==> src/rtl/rac_pkg.sv <==
`timescale 1ns / 1ps
`default_nettype none
// ----------------------------------------------------------------------------
// Admission control package
// Shared types and constants of the admission control core.
// ----------------------------------------------------------------------------
package rac_pkg;
    localparam int HASH_W    = 256;
    localparam int WORD_W    = 64;
    localparam int OP_W      = 3;
    localparam int VERDICT_W = 3;
    localparam int QCOUNT_W  = 7;
    localparam int FCOUNT_W  = 4;
    localparam int CREDIT_W  = 24;
    localparam int PERIOD_W  = 16;
    localparam int BURST_W   = 8;
    localparam int CFG_IDX_W = 8;
    localparam int CFG_DAT_W = 16;

    localparam logic [OP_W-1:0] OP_ADMIT  = 3'd0;
    localparam logic [OP_W-1:0] OP_START  = 3'd1;
    localparam logic [OP_W-1:0] OP_FINISH = 3'd2;
    localparam logic [OP_W-1:0] OP_TICK   = 3'd3;
    localparam logic [OP_W-1:0] OP_CLEAR  = 3'd4;

    localparam logic [VERDICT_W-1:0] V_ALLOW         = 3'd0;
    localparam logic [VERDICT_W-1:0] V_DUP           = 3'd1;
    localparam logic [VERDICT_W-1:0] V_INFLIGHT_FULL = 3'd2;
    localparam logic [VERDICT_W-1:0] V_QUEUE_FULL    = 3'd3;
    localparam logic [VERDICT_W-1:0] V_RATE          = 3'd4;
    localparam logic [VERDICT_W-1:0] V_NOT_ADMIT     = 3'd5;

    localparam logic [CFG_IDX_W-1:0] REG_REFILL_PERIOD = 8'd0;
    localparam logic [CFG_IDX_W-1:0] REG_BURST_TOKENS  = 8'd1;

    localparam logic [PERIOD_W-1:0] PERIOD_RESET = 16'd1000;
    localparam logic [BURST_W-1:0]  BURST_RESET  = 8'd8;
    localparam logic [CREDIT_W-1:0] CREDIT_RESET = 24'd8000;

    typedef enum logic [1:0] {
        S_IDLE,
        S_SEARCH,
        S_DECIDE,
        S_ACT
    } t_state;

    typedef struct packed {
        logic go;
        logic ins;
        logic rm;
        logic hit;
        logic claim;
    } t_link;
endpackage
`default_nettype wire

==> src/rtl/rac_cell.sv <==
`timescale 1ns / 1ps
`default_nettype none
// ----------------------------------------------------------------------------
// Hash slot cell
// Holds one stored hash and its valid bit, and passes a search or insert
// token to the next cell each cycle.
// ----------------------------------------------------------------------------
module rac_cell
    import rac_pkg::*;
(
    input  wire logic              i_clk,
    input  wire logic              i_rst_n,
    input  wire logic              i_clear,
    input  wire logic [HASH_W-1:0] i_key,
    input  wire t_link             i_link,
    output t_link                  o_link
);
    logic              r_valid;
    logic              n_valid;
    logic [HASH_W-1:0] r_key;
    t_link             r_link;
    t_link             n_link;
    logic              wr;
    logic              match;

    assign match = r_valid && (r_key == i_key);

    always_comb begin
        n_link  = i_link;
        n_valid = r_valid;
        wr      = 1'b0;
        if (i_link.go) begin
            if (i_link.ins) begin
                if (!r_valid && !i_link.claim) begin
                    wr           = 1'b1;
                    n_valid      = 1'b1;
                    n_link.claim = 1'b1;
                end
            end else begin
                n_link.hit = i_link.hit | match;
                if (i_link.rm && match) begin
                    n_valid = 1'b0;
                end
            end
        end
        if (i_clear) begin
            n_valid = 1'b0;
        end
    end

    always_ff @(posedge i_clk) begin
        if (!i_rst_n) begin
            r_valid <= 1'b0;
            r_link  <= '0;
        end else begin
            r_valid <= n_valid;
            r_link  <= n_link;
        end
    end

    always_ff @(posedge i_clk) begin
        if (wr) begin
            r_key <= i_key;
        end
    end

    assign o_link = r_link;
endmodule
`default_nettype wire
==> config.mk <==
export PLATFORM = sky130hd
export DESIGN_NAME = rac_cell
export DESIGN_NICKNAME = d
export VERILOG_FILES = /design/src/rtl/rac_pkg.sv /design/src/rtl/rac_cell.sv
export SDC_FILE = /design/constraint.sdc
export NUM_CORES = 1
export LEC_CHECK = 0
export ABC_AREA = 1
export BUFFER_PORTS_ARGS = -buffer_cell sky130_fd_sc_hd__buf_2
export CORE_MARGIN = 2
export CORE_UTILIZATION = 50
export CTS_BUF_LIST = sky130_fd_sc_hd__clkbuf_8
export DETAILED_ROUTE_END_ITERATION = 10
export GPL_TIMING_DRIVEN = 0
export PLACE_DENSITY_LB_ADDON = 0.08
export REMOVE_ABC_BUFFERS = 1
export SETUP_SLACK_MARGIN = 0.1
export SYNTH_ARGS = -nofsm -noshare
export SYNTH_HDL_FRONTEND = slang
export SYNTH_SLANG_ARGS = --single-unit
==> constraint.sdc <==
create_clock -name i_clk -period 19.9 [get_ports i_clk]
set_input_delay 1.99 -clock i_clk [delete_from_list [all_inputs] [get_ports i_clk]]
set_output_delay 1.99 -clock i_clk [all_outputs]
set_load 0.05 [all_outputs]
==> results of run 1 <==
[worst max path at each step]
stage,start,end,slack [ns],depth (start not counted)
final,i_link[3],r_key[169],16.59,9
after floorplan,i_link[3],r_key[0],6.18,4
after CTS,i_link[3],r_key[184],16.59,9
after global placement,i_link[3],r_key[254],0.92,5
after detailed placement,i_link[3],r_key[33],16.01,9
after global routing,i_link[3],r_key[184],16.44,9
[final cells by class]
type | count | area [µm²]
antenna | 10 | 25.0
sequential | 262 | 7810
multi-input combinational | 756 | 3410
inverter | 234 | 878
timing repair buffer | 277 | 1540
clock buffer | 49 | 674
fill | 2074 | 8790
clock inverter | 26 | 97.6
tap | 319 | 399
[synth_stat cells]
cell,number,area (µm²)
edfxtp_1,256,7690
nand4_1,3,18.8
o22ai_1,6,37.5
nand3_1,6,30.0
xnor2_1,39,342
or2_2,2,12.5
o21ai_1,9,45.0
nor2_1,188,706
o211ai_1,1,7.51
o2111ai_1,1,8.76
inv_1,234,878
a21oi_1,2,10.0
nor2_2,3,18.8
dfxtp_1,6,120
nor3_1,9,45.0
xor2_1,36,315
nand2_1,363,1360
o21ai_0,88,440
[registers in the layout, summed over array words and instances (netlist names)]
name and flops:
r_key 256, o_link 5, r_valid 1
[cells in the final DEF (no fill, tap or decap), types with 9 or more instances in the layout]
master and n:
o21ai_1 9, xor2_1 36, buf_2 268, edfxtp_1 256, inv_1 252, nor3_1 9, nor2_1 187, diode_2 10
xnor2_1 39, o21ai_0 88, nand2_1 363, clkbuf_8 49
[critical path: stages]
cell and delay, ns:
buf_2 0.09, inv_1 0.05, nor2_1 0.08, nand2_1 0.10, nor2_4 0.24, buf_12 0.26, buf_12 0.24, buf_12 0.24
buf_12 0.23
[stage by stage]
| stage | area (µm²) | worst slack, ns |
|---|---|---|
| 2_1_floorplan | 12100 | 6.18 |
| 3_3_place_gp | 13800 | 0.918 |
| 3_5_place_dp | 14000 | 16.01 |
| 4_1_cts | 14800 | 16.59 |
| 5_1_grt | 14800 | 16.44 |
| 6_report | 14800 | 16.59 |
[layer usage]
layer,wire (µm),vias up
met5,57,-
met4,699,10
met3,2130,62
met2,11900,248
met1,11600,3798
li1,-,4621
[cell families (layout without fill, tap and decap cells)]
kind of cell,count (synthesis),in the layout
compound gates,107,107
xor+xnor,75,75
buf+inv,234,586
flops,262,262
other cells,0,10
simple gates,574,574
[where the power goes]
part | switching, µW | internal, µW
sequential | 5.95 | 625
combinational | 56.1 | 43.9
clock | 208 | 223
==> results.md, run 1 <==
* # Post-CTS Setup Buffers at 0
* Nets@finish at 1,839
* Fin crit share at 16.7%
* Hold-fix buffers at CTS at 0
* DRT Pass-1 Iters at 5
* Mapped cell area at 12,100 µm²
* Worst path required time at 20.14 ns
* FP Rows at 56
* Hold path depth at 2
* Cell Count, Final, Fillers Out at 1,933
* GR Util met2 at 33.1%
* Final worst path period need at 3.31 ns
* Vias in the first global route at 8,766
* Largest net degree at the start of global routing at 35
* DR vias at 8,739
* Yosys reg bits at 262
* DR vias/cell at 4.52
* H-tree depth at 2
* Final Hold Fails at 0
* Syn avg cell area at 9.65 µm²
* # DRC at 0
* Final Power at 1160 µW
* R2r startpoint: r_valid
* Final hold slack at 0.547 ns
* Post-layout util at 62.8%
* Initial core utilization at 51.2%
* Placer Congestion at 0.790
* CTS Buf Count at 44
* WL per Instance at 13.7 µm
* Slew Limit Headroom at 78.3%
* Max Cap Viol at 0
* Yosys cell types at 18
* Antenna violations before repair at 15
* Post-cts resize count at 0
* Most Crowded Layer GR: met2
* CTS tree: built
* Peak VDD IR at 0.0590 mV
* CP Launch Type: input port
* Crit path max fanout at 34
* Ys Warns at 0
* Placed Cells incl. Taps at 1,848
* Proportion of layout cells with a drive suffix above 1 at 20.7%
* Die area at 25,400 µm²
* Hold Crit Start: r_valid
* Worst Hold Class: reg2reg
* CTS sink count at 262
* Post-Route WL at 26.4 mm
* Crit path kind: in2reg
* Root Driver: clkbuf_8
* GR Layer Usage met1 at 26.4%
* Largest family of logic cells by synthesized area: simple AND/OR/NAND/NOR gates
* Mux cell area share after synthesis at 0%
* Die Y at 159 µm
* Setup Skew at 0.0106 ns
* DRT antenna net count at 0
* Power Density at 78.4 nW/µm²
* Clk_lat worst skew at 0.54 ns
* IO Pins at 269
* Compound-cell area share of the yosys netlist at 4.54%
* Iter 0 DRT Violations at 414
* First-pass GRT wire length at 42.0 mm
* Chip width at 159 µm
* FF-to-FF setup slack at 17.83 ns
* Mapped Cells at 1,252
* Final Max Slew Viols at 0
* Final setup violation count at 0
* GR Layer Usage met3 at 7.14%
* Least-Margin Pin Slew at 0.322 ns
* CP endpoint kind: flip-flop
* Max Fclk at 302 MHz
* Core Region at 23,600 µm²
* Worst-path clk slew at 0.06 ns
* RR Endpoint: r_key[169]
* Area Growth Syn to Fin at 22.7%
* Post-Synth XOR/XNOR Area at 5.44%
* Post-Synth Adder-Cell Area at 0%
* Final HPWL DP at 20.4 mm
* Register area share after synthesis at 64.6%
* Run status: completed
* Leak at 0.00682 µW
* Post-Synth Simple-Gate Area at 18.1%
* CP Data Arrival Time at 3.55 ns
* Path depth of the worst reg2reg path at 7
* Hold-critical path endpoint: r_valid
* Final setup TNS at 0 ns
* RSZ-0062 raised after global routing: false
* Total GRT Usage at 20.8%
* Max Root-Sink Buffers at 3
* I/O Buffers at 268
* Grt total ovfl at 0
(Power assumes the default switching activity.)
==> run 2, diff against run 1 <==
Settings changed: ABC_AREA 1 to 0.
Clock period 19.9 ns to 3.25 ns, I/O delays scaled along.
==> run 2 against run 1 <==
Total power grew to 6.4 times the previous value. Area after synthesis shrank 8.2%. Via count fell by 4.1%. Clock power grew to 6.2 times the previous value. Worst setup slack worse by 16 ns. Die area fell by 8.0%. Synthesized cell count is 41% lower. Global-route usage is 5.1 points higher. First-iteration DRC count rose by 13%. Wire length increased by 16%. Critical endpoint is now r_valid.
==> results.md, run 2 <==
* CTS Buf Count at 45 (+2.3%)
* Hold path depth at 2 (unchanged)
* Post-synth top area share at 69.3% (+5.7 points)
* Antenna violations before repair at 4 (-11)
* I/O Buffers at 268 (unchanged)
* Commonest cells post-synth: edfxtp_1, inv_1, xnor2_1, xor2_1, o22ai_1
* CP peak stage delay at 0.67 ns (+0.41 ns)
* CP endpoint kind: flip-flop
* Fin crit share at 93.3%
* Max reg flops at 256 (unchanged)
* Power Density at 450 nW/µm² (+470%)
* Hold-critical path endpoint: o_link[0]
* Vias in the first global route at 9,113 (+4.0%)
* # DRC at 0 (unchanged)
* R2r startpoint: r_key[143]
* Root Driver: clkbuf_8
* Peak VDD IR at 0.514 mV (+770%)
* Post-Route WL at 30.6 mm (+16%)
* Cell area after layout at 16,400 µm² (+11%)
* Max Root-Sink Buffers at 3 (unchanged)
* DRT Pass-1 Iters at 5 (unchanged)
* Max Fclk at 330 MHz
* Initial core utilization at 50.9% (-0.32 points)
* Cell breakdown of the critical path: nor2b_1 > a2111o_1 > a2111oi_2 > nand4_1 > or4_1 > nor4_2 > a21oi_1
* Crit path kind: reg2reg
* Most common cell after layout, fill and taps aside: buf_2
* Post-Place Cell Area at 13,100 µm² (-6.9%)
* Worst path required time at 3.66 ns (-16.48 ns)
* Path depth of the worst reg2reg path at 7 (unchanged)
* Final worst path period need at 3.03 ns
* H-tree depth at 2 (unchanged)
* Least-Margin Pin Slew at 0.807 ns (+0.485 ns)
* Final Max Slew Viols at 0 (unchanged)
* FP Rows at 54 (-3.6%)
* Commonest cells after routing, fill and taps aside: buf_2, dlygate4sd3_1, edfxtp_1
* DRT antenna net count at 0 (unchanged)
* Yosys reg bits at 262 (unchanged)
* Slew Limit Headroom at 45.9% (-32 points)
* Post-synth top area cell: edfxtp_1
* WL met1 at 12.5 mm (+7.4%)
* CP Launch Type: flip-flop
* Setup Skew at 0.0275 ns (+0.0169 ns)
* Iter 0 DRT Violations at 468 (+13%)
* Run status: completed
* Yosys cell types at 34 (+16)
* Die area at 23,400 µm² (-8.0%)
* Register area share after synthesis at 70.3% (+5.7 points)
* Uppermost layer routed: met4
* Proportion of layout cells with a drive suffix above 1 at 25.3% (+4.6 points)
* Main flop type after synthesis: edfxtp_1
* Leak at 0.00649 µW (-4.9%)
* Core Region at 21,800 µm² (-7.6%)
* CP max-delay cell: or4_1
* CTS tree: built
* Die Y at 153 µm (-4.1%)
* Max Cap Viol at 0 (unchanged)
* EDFF count, synth at 256 (unchanged)
* Ys Warns at 0 (unchanged)
* Clk_lat worst skew at 0.56 ns (+0.02 ns)
* Most area-consuming cells after synthesis: edfxtp_1, xnor2_1, xor2_1
* Post-layout util at 75.4% (+13 points)
* Most common cell in the netlist: edfxtp_1
* Largest net degree at the start of global routing at 15 (-57%)
* Chip width at 153 µm (-4.1%)
* Total GRT Usage at 25.9% (+5.1 points)
* Syn avg cell area at 15.1 µm² (+56%)
* First-pass GRT wire length at 47.3 mm (+13%)
* Mapped cell area at 11,100 µm² (-8.2%)
* FF-to-FF setup slack at 0.22 ns (-17.61 ns)
* DR vias/cell at 5.07 (+12%)
* Hold Crit Start: i_link[0]
* Final HPWL DP at 20.3 mm (-0.50%)
* Final Hold Fails at 0 (unchanged)
* Post-cts resize count at 0 (unchanged)
* WL per Instance at 18.5 µm (+35%)
* Met2 WL at 15.1 mm (+27%)
* RR Endpoint: r_valid
* Crit path max fanout at 2 (-94%)
* Grt total ovfl at 0 (unchanged)
* Worst Hold Class: in2reg
* Mapped Cells at 737 (-41%)
* Met3 wire len at 2.13 mm (-0.33%)
* Final setup violation count at 0 (unchanged)
* IO Pins at 269 (unchanged)
* Ys async rst share at 0% (unchanged)
* Reg with most FFs: r_key
* Area Growth Syn to Fin at 48.2%
* Worst-path clk slew at 0.06 ns (about the same)
* RSZ-0062 raised after global routing: false
* DR vias at 8,385 (-4.1%)
* CP Data Arrival Time at 3.44 ns (-0.11 ns)
* Nets@finish at 1,597 (-13%)
* CTS sink count at 262 (unchanged)
* Placer Congestion at 0.841 (+6.4%)
## run 2: cell count changes after synthesis, moves of 21 or more
cell	previous run	this run
xnor2_1	39	78
xor2_1	36	72
nor2b_1	0	27
nor2_1	188	4
nand2_1	363	3
inv_1	234	94
o21ai_0	88	1
nand2b_1	0	21
nand4_1	3	32
nor4_1	0	32
o22ai_1	6	36
## run 2: critical path: cells and delay by family, from the launching register on
family	cells	cell delay, ns
AOI/OAI and AO/OA	3	0.98
DFF	1	0.38
and+or+nand+nor	4	1.55
## run 2: kinds of logic (layout without fill, tap and decap cells)
group / count (synthesis) / after routing / synth area share [%]
DFF: 262 / 262 / 70.3
xor gates and xnor gates: 150 / 150 / 11.8
AOI/OAI and AO/OA: 97 / 97 / 7.01
buffers and inverters: 94 / 727 / 3.18
other: 0 / 4 / 0
and+or+nand+nor: 134 / 134 / 7.63
## run 2: power breakdown
part           internal (µW)  switching (µW)  leakage, µW
registers               3830            40.8      0.00240
logic                    483             372      0.00362
clock network           1340            1330     0.000469
total                   5650            1740      0.00649
## run 2: what timing repair did
item,4_1_cts,5_1_grt
setup buffers,0,0
hold buffers,258,0
endpoints found under the hold margin,259,0
## run 2: metrics by stage
stage	hold slack, ns	TNS [ns]	worst slack [ns]	instances	total power [µW]
final	0.0366	0	0.218	1654	7390
after global routing	0.00747	0	0.182	1654	7690
after CTS	0.00650	0	0.175	1650	7420
after detailed placement	0.518	0	0.207	1308	4520
after global placement	0.517	-5949.54	-23.43	1285	4570
after floorplan	0.414	-4013.22	-15.71	737	4250
## run 2: worst max path at each step
stage | start | end | slack (ns) | cells past startpoint
global route | r_key[143] | r_valid | 0.18 | 7
CTS | r_key[143] | r_valid | 0.17 | 7
floorplan | i_link[0] | r_valid | -15.71 | 3
detailed placement | r_key[143] | r_valid | 0.21 | 7
finish | r_key[143] | r_valid | 0.22 | 7
global placement | i_link[4] | r_valid | -23.43 | 5
## run 2: per-layer routing
layer  GRT usage [%]  up-vias
li1                -     3988
met1            32.6     4005
met2            44.9      328
met3            5.87       64
met4            8.29        0
met5               0        -
## run 2: layout make-up
type	instances	area, µm²
tap	280	350
antenna	4	10.0
clock inverter	37	149
clock buffer	47	647
multi-input combinational	381	2940
inverter	94	353
sequential	262	7810
fill	1376	5380
timing repair buffer	549	4190
